--- src/hw/rtl/mpaf_pkg.sv ---
// Package for the multi-pin activity finder.
// Holds the word types, field widths and shared constants; depends on nothing.
package mpaf_pkg;

  // Defaults for the top-level parameters
  localparam int NUM_PINS_DEF   = 24;
  localparam int COUNT_BITS_DEF = 16;

  // Fixed field widths
  localparam int LEVEL_W  = 24;
  localparam int TX_W     = 5;
  localparam int IDX_W    = 8;
  localparam int EDGE_W   = 16;
  localparam int WORD_W   = 16;
  localparam int STATUS_W = 8;
  localparam int THR_W    = 16;

  // Codes and constants
  localparam logic [THR_W-1:0]    THRESHOLD_RESET = 16'd10;
  localparam logic [STATUS_W-1:0] FOUND_BIT       = 8'h80;
  localparam logic [IDX_W-1:0]    NO_PIN          = 8'hFF;
  localparam logic [IDX_W-1:0]    LOW_BYTE        = 8'hFF;

  // Input word: one parallel sample of all pins
  typedef struct packed {
    logic [LEVEL_W-1:0] pin_levels;
    logic               first_of_round;
    logic               last_of_round;
  } sample_t;

  // Result word of one evaluated round
  typedef struct packed {
    logic                found;
    logic [TX_W-1:0]     tx_index;
    logic [IDX_W-1:0]    best_rx_index;
    logic [EDGE_W-1:0]   best_edges;
    logic [WORD_W-1:0]   result_word;
    logic [STATUS_W-1:0] status_word;
  } result_t;

  // Per-sample control broadcast to every pin cell
  typedef struct packed {
    logic            take;
    logic            first;
    logic [TX_W-1:0] tx;
  } cell_ctrl_t;

  // Best-so-far marker that walks the cell chain during evaluation
  typedef struct packed {
    logic             valid;
    logic [IDX_W-1:0] idx;
  } wave_t;

endpackage

--- src/hw/rtl/mpaf_pin_cell.sv ---
// One pin cell of the activity finder: reference level, saturating edge
// counter and one registered step of the busiest-pin search. Uses mpaf_pkg.
module mpaf_pin_cell #(
  parameter int COUNT_BITS = mpaf_pkg::COUNT_BITS_DEF,
  parameter int PIN        = 0
) (
  input  logic                   clk,
  input  logic                   rst,
  input  mpaf_pkg::cell_ctrl_t   ctrl,
  input  logic                   level,
  input  mpaf_pkg::wave_t        wave_in,
  input  logic [COUNT_BITS-1:0]  edges_in,
  output mpaf_pkg::wave_t        wave_out,
  output logic [COUNT_BITS-1:0]  edges_out
);
  import mpaf_pkg::*;

  localparam logic [TX_W-1:0]  PIN_TX  = TX_W'(PIN);
  localparam logic [IDX_W-1:0] PIN_IDX = IDX_W'(PIN);

  logic                  ref_level;
  logic [COUNT_BITS-1:0] count;
  logic                  is_rx;

  assign is_rx = (ctrl.tx != PIN_TX);

  // Latch the reference on a first sample, else count a level change on a receive pin
  always_ff @(posedge clk) begin
    if (rst) begin
      ref_level <= 1'b0;
      count     <= '0;
    end else if (ctrl.take) begin
      if (ctrl.first) begin
        ref_level <= level;
        count     <= '0;
      end else if (is_rx && (level != ref_level)) begin
        ref_level <= level;
        if (count != {COUNT_BITS{1'b1}}) begin
          count <= count + 1'b1;
        end
      end
    end
  end

  // Advance the search marker one cell; strict compare keeps the lower pin on ties
  always_ff @(posedge clk) begin
    if (rst) begin
      wave_out.valid <= 1'b0;
    end else begin
      wave_out.valid <= wave_in.valid;
      if (wave_in.valid) begin
        if (is_rx && (count > edges_in)) begin
          wave_out.idx <= PIN_IDX;
          edges_out    <= count;
        end else begin
          wave_out.idx <= wave_in.idx;
          edges_out    <= edges_in;
        end
      end
    end
  end

endmodule

--- src/hw/rtl/multi_pin_activity_finder.sv ---
// Multi-pin activity finder. Every clock a sample of all pins may be taken;
// a row of pin cells counts level changes on every pin but the transmit pin.
// A last-of-round sample starts a search that walks the cell row one pin per
// clock, so its result word passes through the cell registers, the catch
// register and the output register, and sample_stall stays high from the
// clock after that sample is taken until the result is loaded into the output
// register. Other samples go through one per clock. Once a pair is found, later
// samples are taken and ignored. Uses mpaf_pkg and mpaf_pin_cell.
module multi_pin_activity_finder #(
  parameter int NUM_PINS   = mpaf_pkg::NUM_PINS_DEF,
  parameter int COUNT_BITS = mpaf_pkg::COUNT_BITS_DEF
) (
  input  logic                     clk,
  input  logic                     rst,
  input  logic                     sample_valid,
  output logic                     sample_stall,
  input  mpaf_pkg::sample_t        sample,
  output logic                     result_valid,
  input  logic                     result_stall,
  output mpaf_pkg::result_t        result,
  input  logic                     threshold_we,
  input  logic [mpaf_pkg::THR_W-1:0] threshold_wdata
);
  import mpaf_pkg::*;

  localparam logic [TX_W-1:0] LAST_TX = TX_W'(NUM_PINS - 1);

  logic [THR_W-1:0]      edge_threshold;
  logic [TX_W-1:0]       transmit_index;
  logic                  pair_found;
  logic [WORD_W-1:0]     best_word;
  logic                  busy;
  logic                  start;
  logic                  fin_valid;
  logic [IDX_W-1:0]      fin_idx;
  logic [COUNT_BITS-1:0] fin_edges;

  logic                  accept;
  logic                  commit;
  cell_ctrl_t            ctrl;
  wave_t                 wave     [NUM_PINS+1];
  logic [COUNT_BITS-1:0] edges    [NUM_PINS+1];

  logic [THR_W-1:0]      thr_eff;
  logic [EDGE_W-1:0]     fin_edges_w;
  logic                  hit;
  logic [IDX_W-1:0]      low_count;
  logic [TX_W-1:0]       tx_next;
  logic [WORD_W-1:0]     best_word_next;
  logic                  found_next;

  assign sample_stall = busy;
  assign accept       = sample_valid && !sample_stall;

  assign ctrl.take  = accept && !pair_found;
  assign ctrl.first = sample.first_of_round;
  assign ctrl.tx    = transmit_index;

  // Hold the threshold register
  always_ff @(posedge clk) begin
    if (rst) begin
      edge_threshold <= THRESHOLD_RESET;
    end else if (threshold_we) begin
      edge_threshold <= threshold_wdata;
    end
  end

  // Seed the search marker with no pin and a zero count
  assign wave[0].valid = start;
  assign wave[0].idx   = NO_PIN;
  assign edges[0]      = '0;

  // Row of pin cells
  for (genvar p = 0; p < NUM_PINS; p++) begin : g_pin
    logic level;
    if (p < LEVEL_W) begin : g_lvl
      assign level = sample.pin_levels[p];
    end else begin : g_zero
      assign level = 1'b0;
    end

    mpaf_pin_cell #(
      .COUNT_BITS (COUNT_BITS),
      .PIN        (p)
    ) u_cell (
      .clk       (clk),
      .rst       (rst),
      .ctrl      (ctrl),
      .level     (level),
      .wave_in   (wave[p]),
      .edges_in  (edges[p]),
      .wave_out  (wave[p+1]),
      .edges_out (edges[p+1])
    );
  end

  // Start the search the clock after a last sample, hold input until commit
  always_ff @(posedge clk) begin
    if (rst) begin
      start <= 1'b0;
      busy  <= 1'b0;
    end else begin
      start <= ctrl.take && sample.last_of_round;
      if (ctrl.take && sample.last_of_round) begin
        busy <= 1'b1;
      end else if (commit) begin
        busy <= 1'b0;
      end
    end
  end

  // Catch the search outcome at the end of the row
  always_ff @(posedge clk) begin
    if (rst) begin
      fin_valid <= 1'b0;
    end else if (wave[NUM_PINS].valid) begin
      fin_valid <= 1'b1;
    end else if (commit) begin
      fin_valid <= 1'b0;
    end
  end

  always_ff @(posedge clk) begin
    if (wave[NUM_PINS].valid) begin
      fin_idx   <= wave[NUM_PINS].idx;
      fin_edges <= edges[NUM_PINS];
    end
  end

  assign commit = fin_valid && (!result_valid || !result_stall);

  // Decide the round: found, or keep the best low count and move on
  always_comb begin
    thr_eff        = (edge_threshold == '0) ? THR_W'(1) : edge_threshold;
    fin_edges_w    = EDGE_W'(fin_edges);
    hit            = (fin_edges_w >= thr_eff);
    low_count      = (fin_edges_w > EDGE_W'(LOW_BYTE)) ? LOW_BYTE : fin_edges[IDX_W-1:0];
    found_next     = pair_found;
    tx_next        = transmit_index;
    best_word_next = best_word;
    if (hit) begin
      found_next     = 1'b1;
      best_word_next = {IDX_W'(transmit_index), fin_idx};
    end else begin
      if (low_count > best_word[IDX_W-1:0]) begin
        best_word_next = {IDX_W'(transmit_index), low_count};
      end
      tx_next = (transmit_index == LAST_TX) ? '0 : transmit_index + 1'b1;
    end
  end

  // Update round state at commit
  always_ff @(posedge clk) begin
    if (rst) begin
      transmit_index <= '0;
      pair_found     <= 1'b0;
      best_word      <= '0;
    end else if (commit) begin
      transmit_index <= tx_next;
      pair_found     <= found_next;
      best_word      <= best_word_next;
    end
  end

  // Output register: load at commit, drop when taken
  always_ff @(posedge clk) begin
    if (rst) begin
      result_valid <= 1'b0;
    end else if (commit) begin
      result_valid <= 1'b1;
    end else if (!result_stall) begin
      result_valid <= 1'b0;
    end
  end

  always_ff @(posedge clk) begin
    if (commit) begin
      result.found         <= found_next;
      result.tx_index      <= tx_next;
      result.best_rx_index <= fin_idx;
      result.best_edges    <= fin_edges_w;
      result.result_word   <= best_word_next;
      result.status_word   <= STATUS_W'(tx_next) | (found_next ? FOUND_BIT : '0);
    end
  end

`ifndef NO_ASSERTIONS
  a_last_stalls: assert property (@(posedge clk) disable iff (rst)
    (sample_valid && !sample_stall && sample.last_of_round && !pair_found) |=> sample_stall)
    else $error("input not held off after a last sample");

  a_fin_holds_input: assert property (@(posedge clk) disable iff (rst)
    fin_valid |-> sample_stall)
    else $error("sample taken while a round result is pending");

  a_found_sticks: assert property (@(posedge clk) disable iff (rst)
    !$past(rst) |-> !$fell(pair_found))
    else $error("found flag cleared outside reset");

  a_tx_in_range: assert property (@(posedge clk) disable iff (rst)
    transmit_index <= LAST_TX)
    else $error("transmit index past last pin");

  a_found_has_pin: assert property (@(posedge clk) disable iff (rst)
    (result_valid && result.found) |-> (result.best_rx_index != NO_PIN))
    else $error("found result without a receive pin");
`endif

endmodule
--- config.mk ---
export PLATFORM = sky130hd
export DESIGN_NAME = multi_pin_activity_finder
export DESIGN_NICKNAME = d
export VERILOG_FILES = /design/src/hw/rtl/mpaf_pkg.sv /design/src/hw/rtl/mpaf_pin_cell.sv /design/src/hw/rtl/multi_pin_activity_finder.sv
export SDC_FILE = /design/constraint.sdc
export NUM_CORES = 2
export LEC_CHECK = 0
export BUFFER_PORTS_ARGS = -buffer_cell sky130_fd_sc_hd__buf_2
export CAP_MARGIN = 20
export CORE_UTILIZATION = 55
export CTS_CLUSTER_DIAMETER = 80
export DETAILED_ROUTE_END_ITERATION = 8
export GPL_TIMING_DRIVEN = 0
export PLACE_DENSITY = 0.76
export SLEW_MARGIN = 15
export SYNTH_ARGS = -nofsm -noshare
export SYNTH_HDL_FRONTEND = slang
export SYNTH_HIERARCHICAL = 1
export SYNTH_SLANG_ARGS = --single-unit
--- constraint.sdc ---
create_clock -name clk -period 17.9 [get_ports clk]
set_clock_uncertainty 0.1 [all_clocks]
set_input_delay 0.895 -clock clk [delete_from_list [all_inputs] [get_ports clk]]
set_output_delay 0.895 -clock clk [all_outputs]
set_load 0.01 [all_outputs]
Word level (Yosys, flattened, before mapping)
Cells that the tools add are included.

$add $sub $neg: 25. Multiply operators: 0. Div/mod/pow operators: 0. Order comparisons: 27. Equality and inequality tests: 73. Shifts and indexed selects: 0. Muxes and demuxes: 157. Bitwise logic cells: 2. Reductions and logical operators: 181.

Operators with widths (number): 16-bit two-way mux (98); 16-bit by 1-bit adder with 16-bit output (second input constant) (24); 16-bit != test (second input constant) (24); 16-bit > comparator (23); 2-bit nonzero test (50); 2-bit AND reduction (48); 3-bit AND reduction (24); 1-bit two-way mux (54); 1-bit logical AND (52); 5-bit by 4-bit != test with 1-bit output (second input constant) (8); 5-bit != test (second input constant) (8); 8-bit two-way mux (3); 1-bit != test (24); 5-bit by 3-bit != test with 1-bit output (second input constant) (4); 16-bit greater-or-equal comparator (1); 16-bit by 1-bit > comparator with 1-bit output (second input constant) (1); 16-bit by 8-bit > comparator with 1-bit output (second input constant) (1); 16-bit zero test (1); 5-bit two-way mux (2); 5-bit by 2-bit != test with 1-bit output (second input constant) (2); 8-bit > comparator (1); 5-bit by 8-bit bitwise OR with 8-bit output (1); 5-bit by 1-bit adder with 5-bit output (second input constant) (1); 5-bit equality test (second input constant) (1); other kinds (6) (9).

Register bits: 1128. Latch bits: 0. RAM bits: 0. Bits in read-only memories: 0. Input bits: 47. Output and inout bits: 56. Logic and storage cells: 601. Memories: 0.

Longest topological paths before layout
Depth after elaboration: 6. Mapped depth: 12. Gate-level depth less buffers: 10.

Cells and area by module
Netlist, hierarchy kept.

By module, submodules not included: mpaf_pin_cell at g_pin[10].u_cell ... (times used 4, cells an instance 283, area each 2607.5 um^2, seq. area each 1081.0 um^2); mpaf_pin_cell at g_pin[13].u_cell ... (times used 2, cells an instance 290, area each 2680.1 um^2, seq. area each 1081.0 um^2); mpaf_pin_cell at g_pin[21].u_cell ... (times used 2, cells an instance 286, area each 2662.6 um^2, seq. area each 1081.0 um^2); mpaf_pin_cell at g_pin[4].u_cell ... (times used 2, cells an instance 286, area each 2615.0 um^2, seq. area each 1081.0 um^2); mpaf_pin_cell at g_pin[15].u_cell ... (times used 2, cells an instance 286, area each 2612.5 um^2, seq. area each 1081.0 um^2); mpaf_pin_cell at g_pin[11].u_cell ... (times used 2, cells an instance 283, area each 2605.0 um^2, seq. area each 1081.0 um^2); mpaf_pin_cell at g_pin[17].u_cell ... (times used 2, cells an instance 282, area each 2602.5 um^2, seq. area each 1081.0 um^2); mpaf_pin_cell at g_pin[1].u_cell ... (times used 2, cells an instance 282, area each 2598.7 um^2, seq. area each 1081.0 um^2); multi_pin_activity_finder (times used 1, cells an instance 415, area each 4937.2 um^2, seq. area each 2942.8 um^2); mpaf_pin_cell at g_pin[20].u_cell (times used 1, cells an instance 285, area each 2620.0 um^2, seq. area each 1081.0 um^2); mpaf_pin_cell at g_pin[23].u_cell (times used 1, cells an instance 282, area each 2601.2 um^2, seq. area each 1081.0 um^2); mpaf_pin_cell at g_pin[0].u_cell (times used 1, cells an instance 285, area each 2600.0 um^2, seq. area each 1081.0 um^2); mpaf_pin_cell at g_pin[16].u_cell (times used 1, cells an instance 282, area each 2600.0 um^2, seq. area each 1081.0 um^2); mpaf_pin_cell at g_pin[19].u_cell (times used 1, cells an instance 283, area each 2600.0 um^2, seq. area each 1081.0 um^2); mpaf_pin_cell at g_pin[12].u_cell (times used 1, cells an instance 282, area each 2595.0 um^2, seq. area each 1081.0 um^2).

Worst setup path after synthesis
Ideal clock, no wire load.

Kind: input to register. Start point: in sample_valid. End point: reg g_pin[19].u_cell.count[4]. Library setup time: 0.070 ns. Arrival: 6.413 ns. Required time: 17.730 ns. Slack: 11.316 ns. Cell stages on the path: 5. Buffers on the path: 1. Path through: nor3b_1 -> a31oi_1 -> clkbuf_1 -> or4_1 -> a21oi_1.

Word-level cells in the longest chain between the ends: 3.

Ends and longest elaborated chain: start, declared (RTL line multi_pin_activity_finder.sv:15) `input logic sample_valid,`; 1-bit logical AND (RTL line multi_pin_activity_finder.sv:53) `assign accept = sample_valid && !sample_stall;`; 1-bit logical AND (RTL line multi_pin_activity_finder.sv:55) `assign ctrl.take = accept && !pair_found;`; 3-bit AND reduction (no source line); end signal, assigned (RTL line mpaf_pin_cell.sv:39) `count <= count + 1'b1;`; end, declared (RTL line mpaf_pin_cell.sv:22) `logic [COUNT_BITS-1:0] count;`.

Every way passes these cells. A chain may end at the register's enable or synchronous reset.

Final worst setup path
Start point: reg fin_edges[15]. End point: reg result[10] (netlist bit) (data pin).

Word-level cells in the longest chain between the ends: 5. Elaborated cells on any way between the ends: 6. Those cells by class: 3 x order compare; 3 x mux.

Ends and longest elaborated chain: start, declared (RTL line multi_pin_activity_finder.sv:36) `logic [COUNT_BITS-1:0] fin_edges;`; start signal, assigned (RTL line multi_pin_activity_finder.sv:126) `fin_edges <= edges[NUM_PINS];`; 16-bit by 8-bit > comparator with 1-bit output (RTL line multi_pin_activity_finder.sv:137) `low_count = (fin_edges_w > EDGE_W'(LOW_BYTE)) ? LOW_BYTE : fin_edges[IDX_W-1:0];`; 8-bit two-way mux (RTL line multi_pin_activity_finder.sv:137); 8-bit > comparator (RTL line multi_pin_activity_finder.sv:145) `if (low_count > best_word[IDX_W-1:0]) begin`; 16-bit two-way mux (RTL line multi_pin_activity_finder.sv:145); 16-bit two-way mux (*) (RTL line multi_pin_activity_finder.sv:141) `if (hit) begin`; via best_word_next[2] (RTL line multi_pin_activity_finder.sv:49) `logic [WORD_W-1:0] best_word_next;`; end, declared (RTL line multi_pin_activity_finder.sv:20) `output mpaf_pkg::result_t result,`.

Mark *: on every way through the listed nets, which the timed path passes. The rest lies on a longest branch.

==> flow_metrics.tcl <==
set metrics [dict create \
    cp_data_arrival_time_ns 4.36 \
    min_period_over_period_pct 21.9 \
    post_synth_num_cell_types 72 \
    grt_use_total_pct 28.7 \
    clock_buffers_created_by_tritoncts 120 \
    postSynthRegisterBits 1120 \
    power.clock.fraction_pct 46.6 \
    report.final.slew_viol_count 0 \
    start_util_pct 55.5 \
    gr-total-overflow 0 \
    antenna_left 0 \
    timing.critical_path.fanout_max 10 \
    flop_to_flop_setup_slack_ns 13.98 \
    hold_viol 0 \
    placeableCoreArea_um2 122000 \
    clkLatencyLatePin_ns 0.75 \
    post_layout_nonfiller_instances 9273 \
    reg2reg_depth 12 \
    min_path_type "in -> reg" \
    synth_compound_gate_area_share_pct 19.8 \
    fillerInstances 10100 \
    cp_data_required_time_ns 18.34 \
    setup.worst_path.end_class "flip-flop" \
    io-pin-count 103 \
    powerDensity_nw_per_um2 73.9 \
    remaining_drc_errors 0 \
    timing.critical_path.buf_inv 2 \
    grt_start_max_net_pins 78 \
    whs_path_depth 3 \
    max-clock-path-buffers 3 \
    port_buffers 99 \
    finalWirelength_um 185000 \
    critical_path_depth 12 \
    sequential_cell_area_um2 28900 \
    cts.reportedPaths.clkPinSlew_ns 0.07 \
    cell_internal_pwr_mw 4.28 \
    synthesis.yosys.warnings 6 \
    post_synth_mux_area_share_pct 1.77 \
    p_sw_mw 1.28 \
    yosys_most_used_dff "sky130_fd_sc_hd__edfxtp_1" \
    path_class "reg -> reg" \
    cts_sink_count 1120 \
    drt_pass1_iterations 7 \
    post_synth_edffs 646 \
    antenna_violations_before_repair 6 \
    h_tree_depth 3 \
    cpMaxStageDelayCell "sky130_fd_sc_hd__a21oi_1" \
    switching_share_pct 23.0 \
    synth_seq_area_share_pct 42.6 \
    hold_fix_buffers_cts 0 \
    start_kind "flip-flop" \
    drt-vias-per-instance 6.46 \
    post_synth_instance_area_um2 67700 \
    synth_simple_gate_area_share_pct 21.3 \
    worstMarginPinSlew_ns 1.10 \
    syn-mean-instance-area_um2 9.36 \
    final_period_minus_worst_setup_slack_ns 3.92 \
    synthCells 7236 \
    floorplan.die.height_um 353 \
    cell_chosen_for_the_clock_root "sky130_fd_sc_hd__clkbuf_16" \
    tritoncts "yes" \
    ctsResizeCount 0 \
    gp_congestion 0.956 \
    unrepaired_setup_endpoints_after_global_routing "no" \
    min_to "edge_threshold[1]$_SDFFE_PP1P_" \
    crit-reg2reg-capture "result[10]$_DFFE_PP_" \
    synth_xor_xnor_area_share_pct 0.349 \
    launching_point_of_the_worst_reg2reg_path "fin_edges[15]$_DFFE_PP_" \
    setup_viol 0 \
    die_wd_um 353 \
    leakagePower_nw 26.4 \
    result_of_the_run "completed" \
    dp_hpwl_um 134000 \
    crit_chain "nor4_1 -> nand2_1 -> or2_2 -> ha_1 -> nand4_1 -> nor2_1 -> a21oi_1 -> or2_2 -> buf_2 -> buf_2 -> a21oi_1 -> o21ai_0" \
    detailroute.via_count 59900 \
    wl_per_cell_um 19.9 \
    nets 8021 \
    max_incr_delay_on_cp_ns 0.59 \
    maxCapViolCount 0 \
    fin_setup_tns_ns 0 \
    slew_headroom_pct 25.8 \
    comb_power_share_pct 4.3 \
    grt_pass1_vias 56100 \
    synthAdderAreaFrac_pct 8.00 \
    die-area_um2 125000 \
    row_count 128 \
    grt_pass1_wl_um 295000 \
    multi_input_logic_area_um2 35000 \
    cts_setup_buffers 0 \
    gate_family_responsible_for_the_most_delay_along_the_worst_path "simple AND/OR/NAND/NOR gates" \
    worst_vdd_ir_v 0.0000960 \
    dr.first_iter.drc_count 6696 \
    syn_to_final_growth_pct 11.1 \
    worst_hold_startpoint "threshold_wdata[1]" \
    ratio_of_cells_with_drive_above_1_in_the_final_layout_pct 9.13 \
    ys_async_sr_fraction_pct 0 \
    place.detailed.instances 9042 \
    share_of_total_power_in_sequential_cells_pct 49.1 \
    maxClockFrequency_mhz 255 \
    synth_top_family_by_area "simple AND/OR/NAND/NOR gates" \
]
synth_stat cells, types with 10 or more instances:
cell                       count  area share, %
sky130_fd_sc_hd__a21o_1       30           0.33
sky130_fd_sc_hd__a21oi_1     486            3.6
sky130_fd_sc_hd__a31o_2       27           0.35
sky130_fd_sc_hd__a32oi_1     392            5.1
sky130_fd_sc_hd__and2_1       20           0.18
sky130_fd_sc_hd__and3_1      142            1.3
sky130_fd_sc_hd__and4_1       12           0.16
sky130_fd_sc_hd__buf_2        82           0.61
sky130_fd_sc_hd__buf_4        15           0.17
sky130_fd_sc_hd__buf_6        78            1.3
sky130_fd_sc_hd__clkbuf_1    234            1.3
sky130_fd_sc_hd__dfxtp_1     474             14
sky130_fd_sc_hd__edfxtp_1    646             29
sky130_fd_sc_hd__ha_1        433            8.0
sky130_fd_sc_hd__inv_1       473            2.6
sky130_fd_sc_hd__mux2i_1     108            1.6
sky130_fd_sc_hd__nand2_1     801            4.4
sky130_fd_sc_hd__nand2b_1    123            1.1
sky130_fd_sc_hd__nand3_1     300            2.2
sky130_fd_sc_hd__nand4_1     114            1.1
sky130_fd_sc_hd__nand4_2      22           0.41
sky130_fd_sc_hd__nor2_1      118           0.65
sky130_fd_sc_hd__nor2b_1      84           0.78
sky130_fd_sc_hd__nor3_1       99           0.73
sky130_fd_sc_hd__nor3b_1      10           0.11
sky130_fd_sc_hd__nor4_1      439            4.1
sky130_fd_sc_hd__nor4b_1      26           0.34
sky130_fd_sc_hd__o211ai_1     23           0.25
sky130_fd_sc_hd__o21a_1      169            1.9
sky130_fd_sc_hd__o21ai_0      86           0.64
sky130_fd_sc_hd__o21ai_1     385            2.8
sky130_fd_sc_hd__o21ai_2      10           0.13
sky130_fd_sc_hd__o21ba_2      14           0.21
sky130_fd_sc_hd__o21bai_1     74           0.82
sky130_fd_sc_hd__o21bai_2     16           0.27
sky130_fd_sc_hd__o311ai_0     17           0.22
sky130_fd_sc_hd__o31ai_1     231            2.6
sky130_fd_sc_hd__o41ai_1      24           0.31
sky130_fd_sc_hd__or2_2        13           0.12
sky130_fd_sc_hd__or3_1        28           0.26
sky130_fd_sc_hd__or4_1       241            2.7
sky130_fd_sc_hd__xor2_1       26           0.34
registers in the layout, indices dropped and copies added, names as in the netlist, 16 cells and up:
signal	count
g_pin.u_cell/wave_out	216
g_pin.u_cell/edges_out	384
g_pin.u_cell/ref_level	24
result	46
best_word	16
g_pin.u_cell/count	384
edge_threshold	16
fin_edges	16
stage by stage:
step | setup WS, ns | power, mW | utilization (%) | instance area, um^2 | hold slack [ns]
final | 13.98 | 5.56 | 61.7 | 75300 | 0.278
after global routing | 13.70 | 5.74 | 61.7 | 75300 | 0.245
after CTS | 14.03 | 5.60 | 61.7 | 75200 | 0.222
after detailed placement | 13.89 | 3.02 | 58.3 | 71100 | 0.305
after global placement | 1.26 | 3.01 | 57.7 | 70400 | 0.303
after floorplan | 11.32 | 2.94 | - | 67900 | 0.300
final cells by class:
type | instances | share of cell area (%)
sequential | 1120 | 38.4
buffer | 421 | 3.10
antenna | 2 | 0.00665
clock inverter | 85 | 1.23
inverter | 473 | 2.36
multi-input combinational | 5263 | 46.5
tap | 1625 | 2.70
clock buffer | 142 | 4.29
timing repair buffer | 142 | 1.47
power groups by stage:
stage / logic, mW / clock network [mW] / registers [mW]
2_1_floorplan: 0.155 / 0 / 2.78
3_3_place_gp: 0.225 / 0 / 2.79
3_5_place_dp: 0.233 / 0 / 2.79
4_1_cts: 0.234 / 2.63 / 2.73
5_1_grt: 0.265 / 2.74 / 2.73
6_report: 0.239 / 2.59 / 2.73
worst reg2reg max path: cells and delay by family (launching register included):
kind	cells	cell delay, ns
AOI/OAI and AO/OA	3	0.98
adders and majority gates	1	0.31
buffers and inverters	2	0.56
DFF	1	0.42
and+or+nand+nor	6	1.33
cells by family (layout without fill, tap and decap cells):
kind of cell / Yosys count / count (layout)
AND/OR/NAND/NOR: 2633 / 2633
AO/OA/AOI/OAI: 2010 / 2010
flip-flops: 1120 / 1120
buffers and inverters: 894 / 1263
adder cells (fa/ha/maj): 433 / 433
multiplexers: 117 / 117
XOR/XNOR: 27 / 27
other: 2 / 45
worst max-delay path by stage:
stage | startpoint | endpoint | slack (ns)
finish | fin_edges[15]$_DFFE_PP_ | result[10]$_DFFE_PP_ | 13.98
global route | fin_edges[15]$_DFFE_PP_ | result[10]$_DFFE_PP_ | 13.70
floorplan | sample_valid | g_pin[19].u_cell/count[4]$_SDFFE_PP0P_ | 11.32
CTS | fin_edges[15]$_DFFE_PP_ | result[10]$_DFFE_PP_ | 14.03
detailed placement | sample_valid | g_pin[7].u_cell/count[15]$_SDFFE_PP0P_ | 13.89
global placement | sample_valid | g_pin[19].u_cell/count[10]$_SDFFE_PP0P_ | 1.26
layout by cell type (no fill, tap or decap), types with 20 or more instances in the layout:
cell type                     n
sky130_fd_sc_hd__nand2_1    801
sky130_fd_sc_hd__edfxtp_1   646
sky130_fd_sc_hd__a21oi_1    486
sky130_fd_sc_hd__inv_1      473
sky130_fd_sc_hd__dfxtp_1    469
sky130_fd_sc_hd__nor4_1     439
sky130_fd_sc_hd__ha_1       433
sky130_fd_sc_hd__a32oi_1    392
sky130_fd_sc_hd__o21ai_1    385
sky130_fd_sc_hd__nand3_1    300
sky130_fd_sc_hd__clkbuf_1   242
sky130_fd_sc_hd__or4_1      241
sky130_fd_sc_hd__o31ai_1    231
sky130_fd_sc_hd__buf_2      179
sky130_fd_sc_hd__o21a_1     169
sky130_fd_sc_hd__and3_1     142
sky130_fd_sc_hd__nand2b_1   123
sky130_fd_sc_hd__clkbuf_16  121
sky130_fd_sc_hd__nor2_1     118
sky130_fd_sc_hd__nand4_1    114
sky130_fd_sc_hd__mux2i_1    108
sky130_fd_sc_hd__nor3_1      99
sky130_fd_sc_hd__buf_6       94
sky130_fd_sc_hd__o21ai_0     86
sky130_fd_sc_hd__o21bai_1    74
sky130_fd_sc_hd__nor2b_1     60
sky130_fd_sc_hd__conb_1      43
sky130_fd_sc_hd__a21o_1      30
sky130_fd_sc_hd__or3_1       28
sky130_fd_sc_hd__a31o_2      27
sky130_fd_sc_hd__clkinv_2    27
sky130_fd_sc_hd__xor2_1      26
sky130_fd_sc_hd__nor4b_1     26
sky130_fd_sc_hd__nor2b_2     24
sky130_fd_sc_hd__o41ai_1     24
sky130_fd_sc_hd__o211ai_1    23
sky130_fd_sc_hd__nand4_2     22
sky130_fd_sc_hd__buf_4       21
sky130_fd_sc_hd__and2_1      20
routing by layer:
metal	GRT usage [%]	share of wire [%]	vias to the layer above
li1	-	-	28600
met1	36.9	41	28200
met2	48.2	48	2572
met3	3.60	7.1	552
met4	12.9	4.7	2
met5	0	0.0070	-
(Power assumes the default switching activity.)
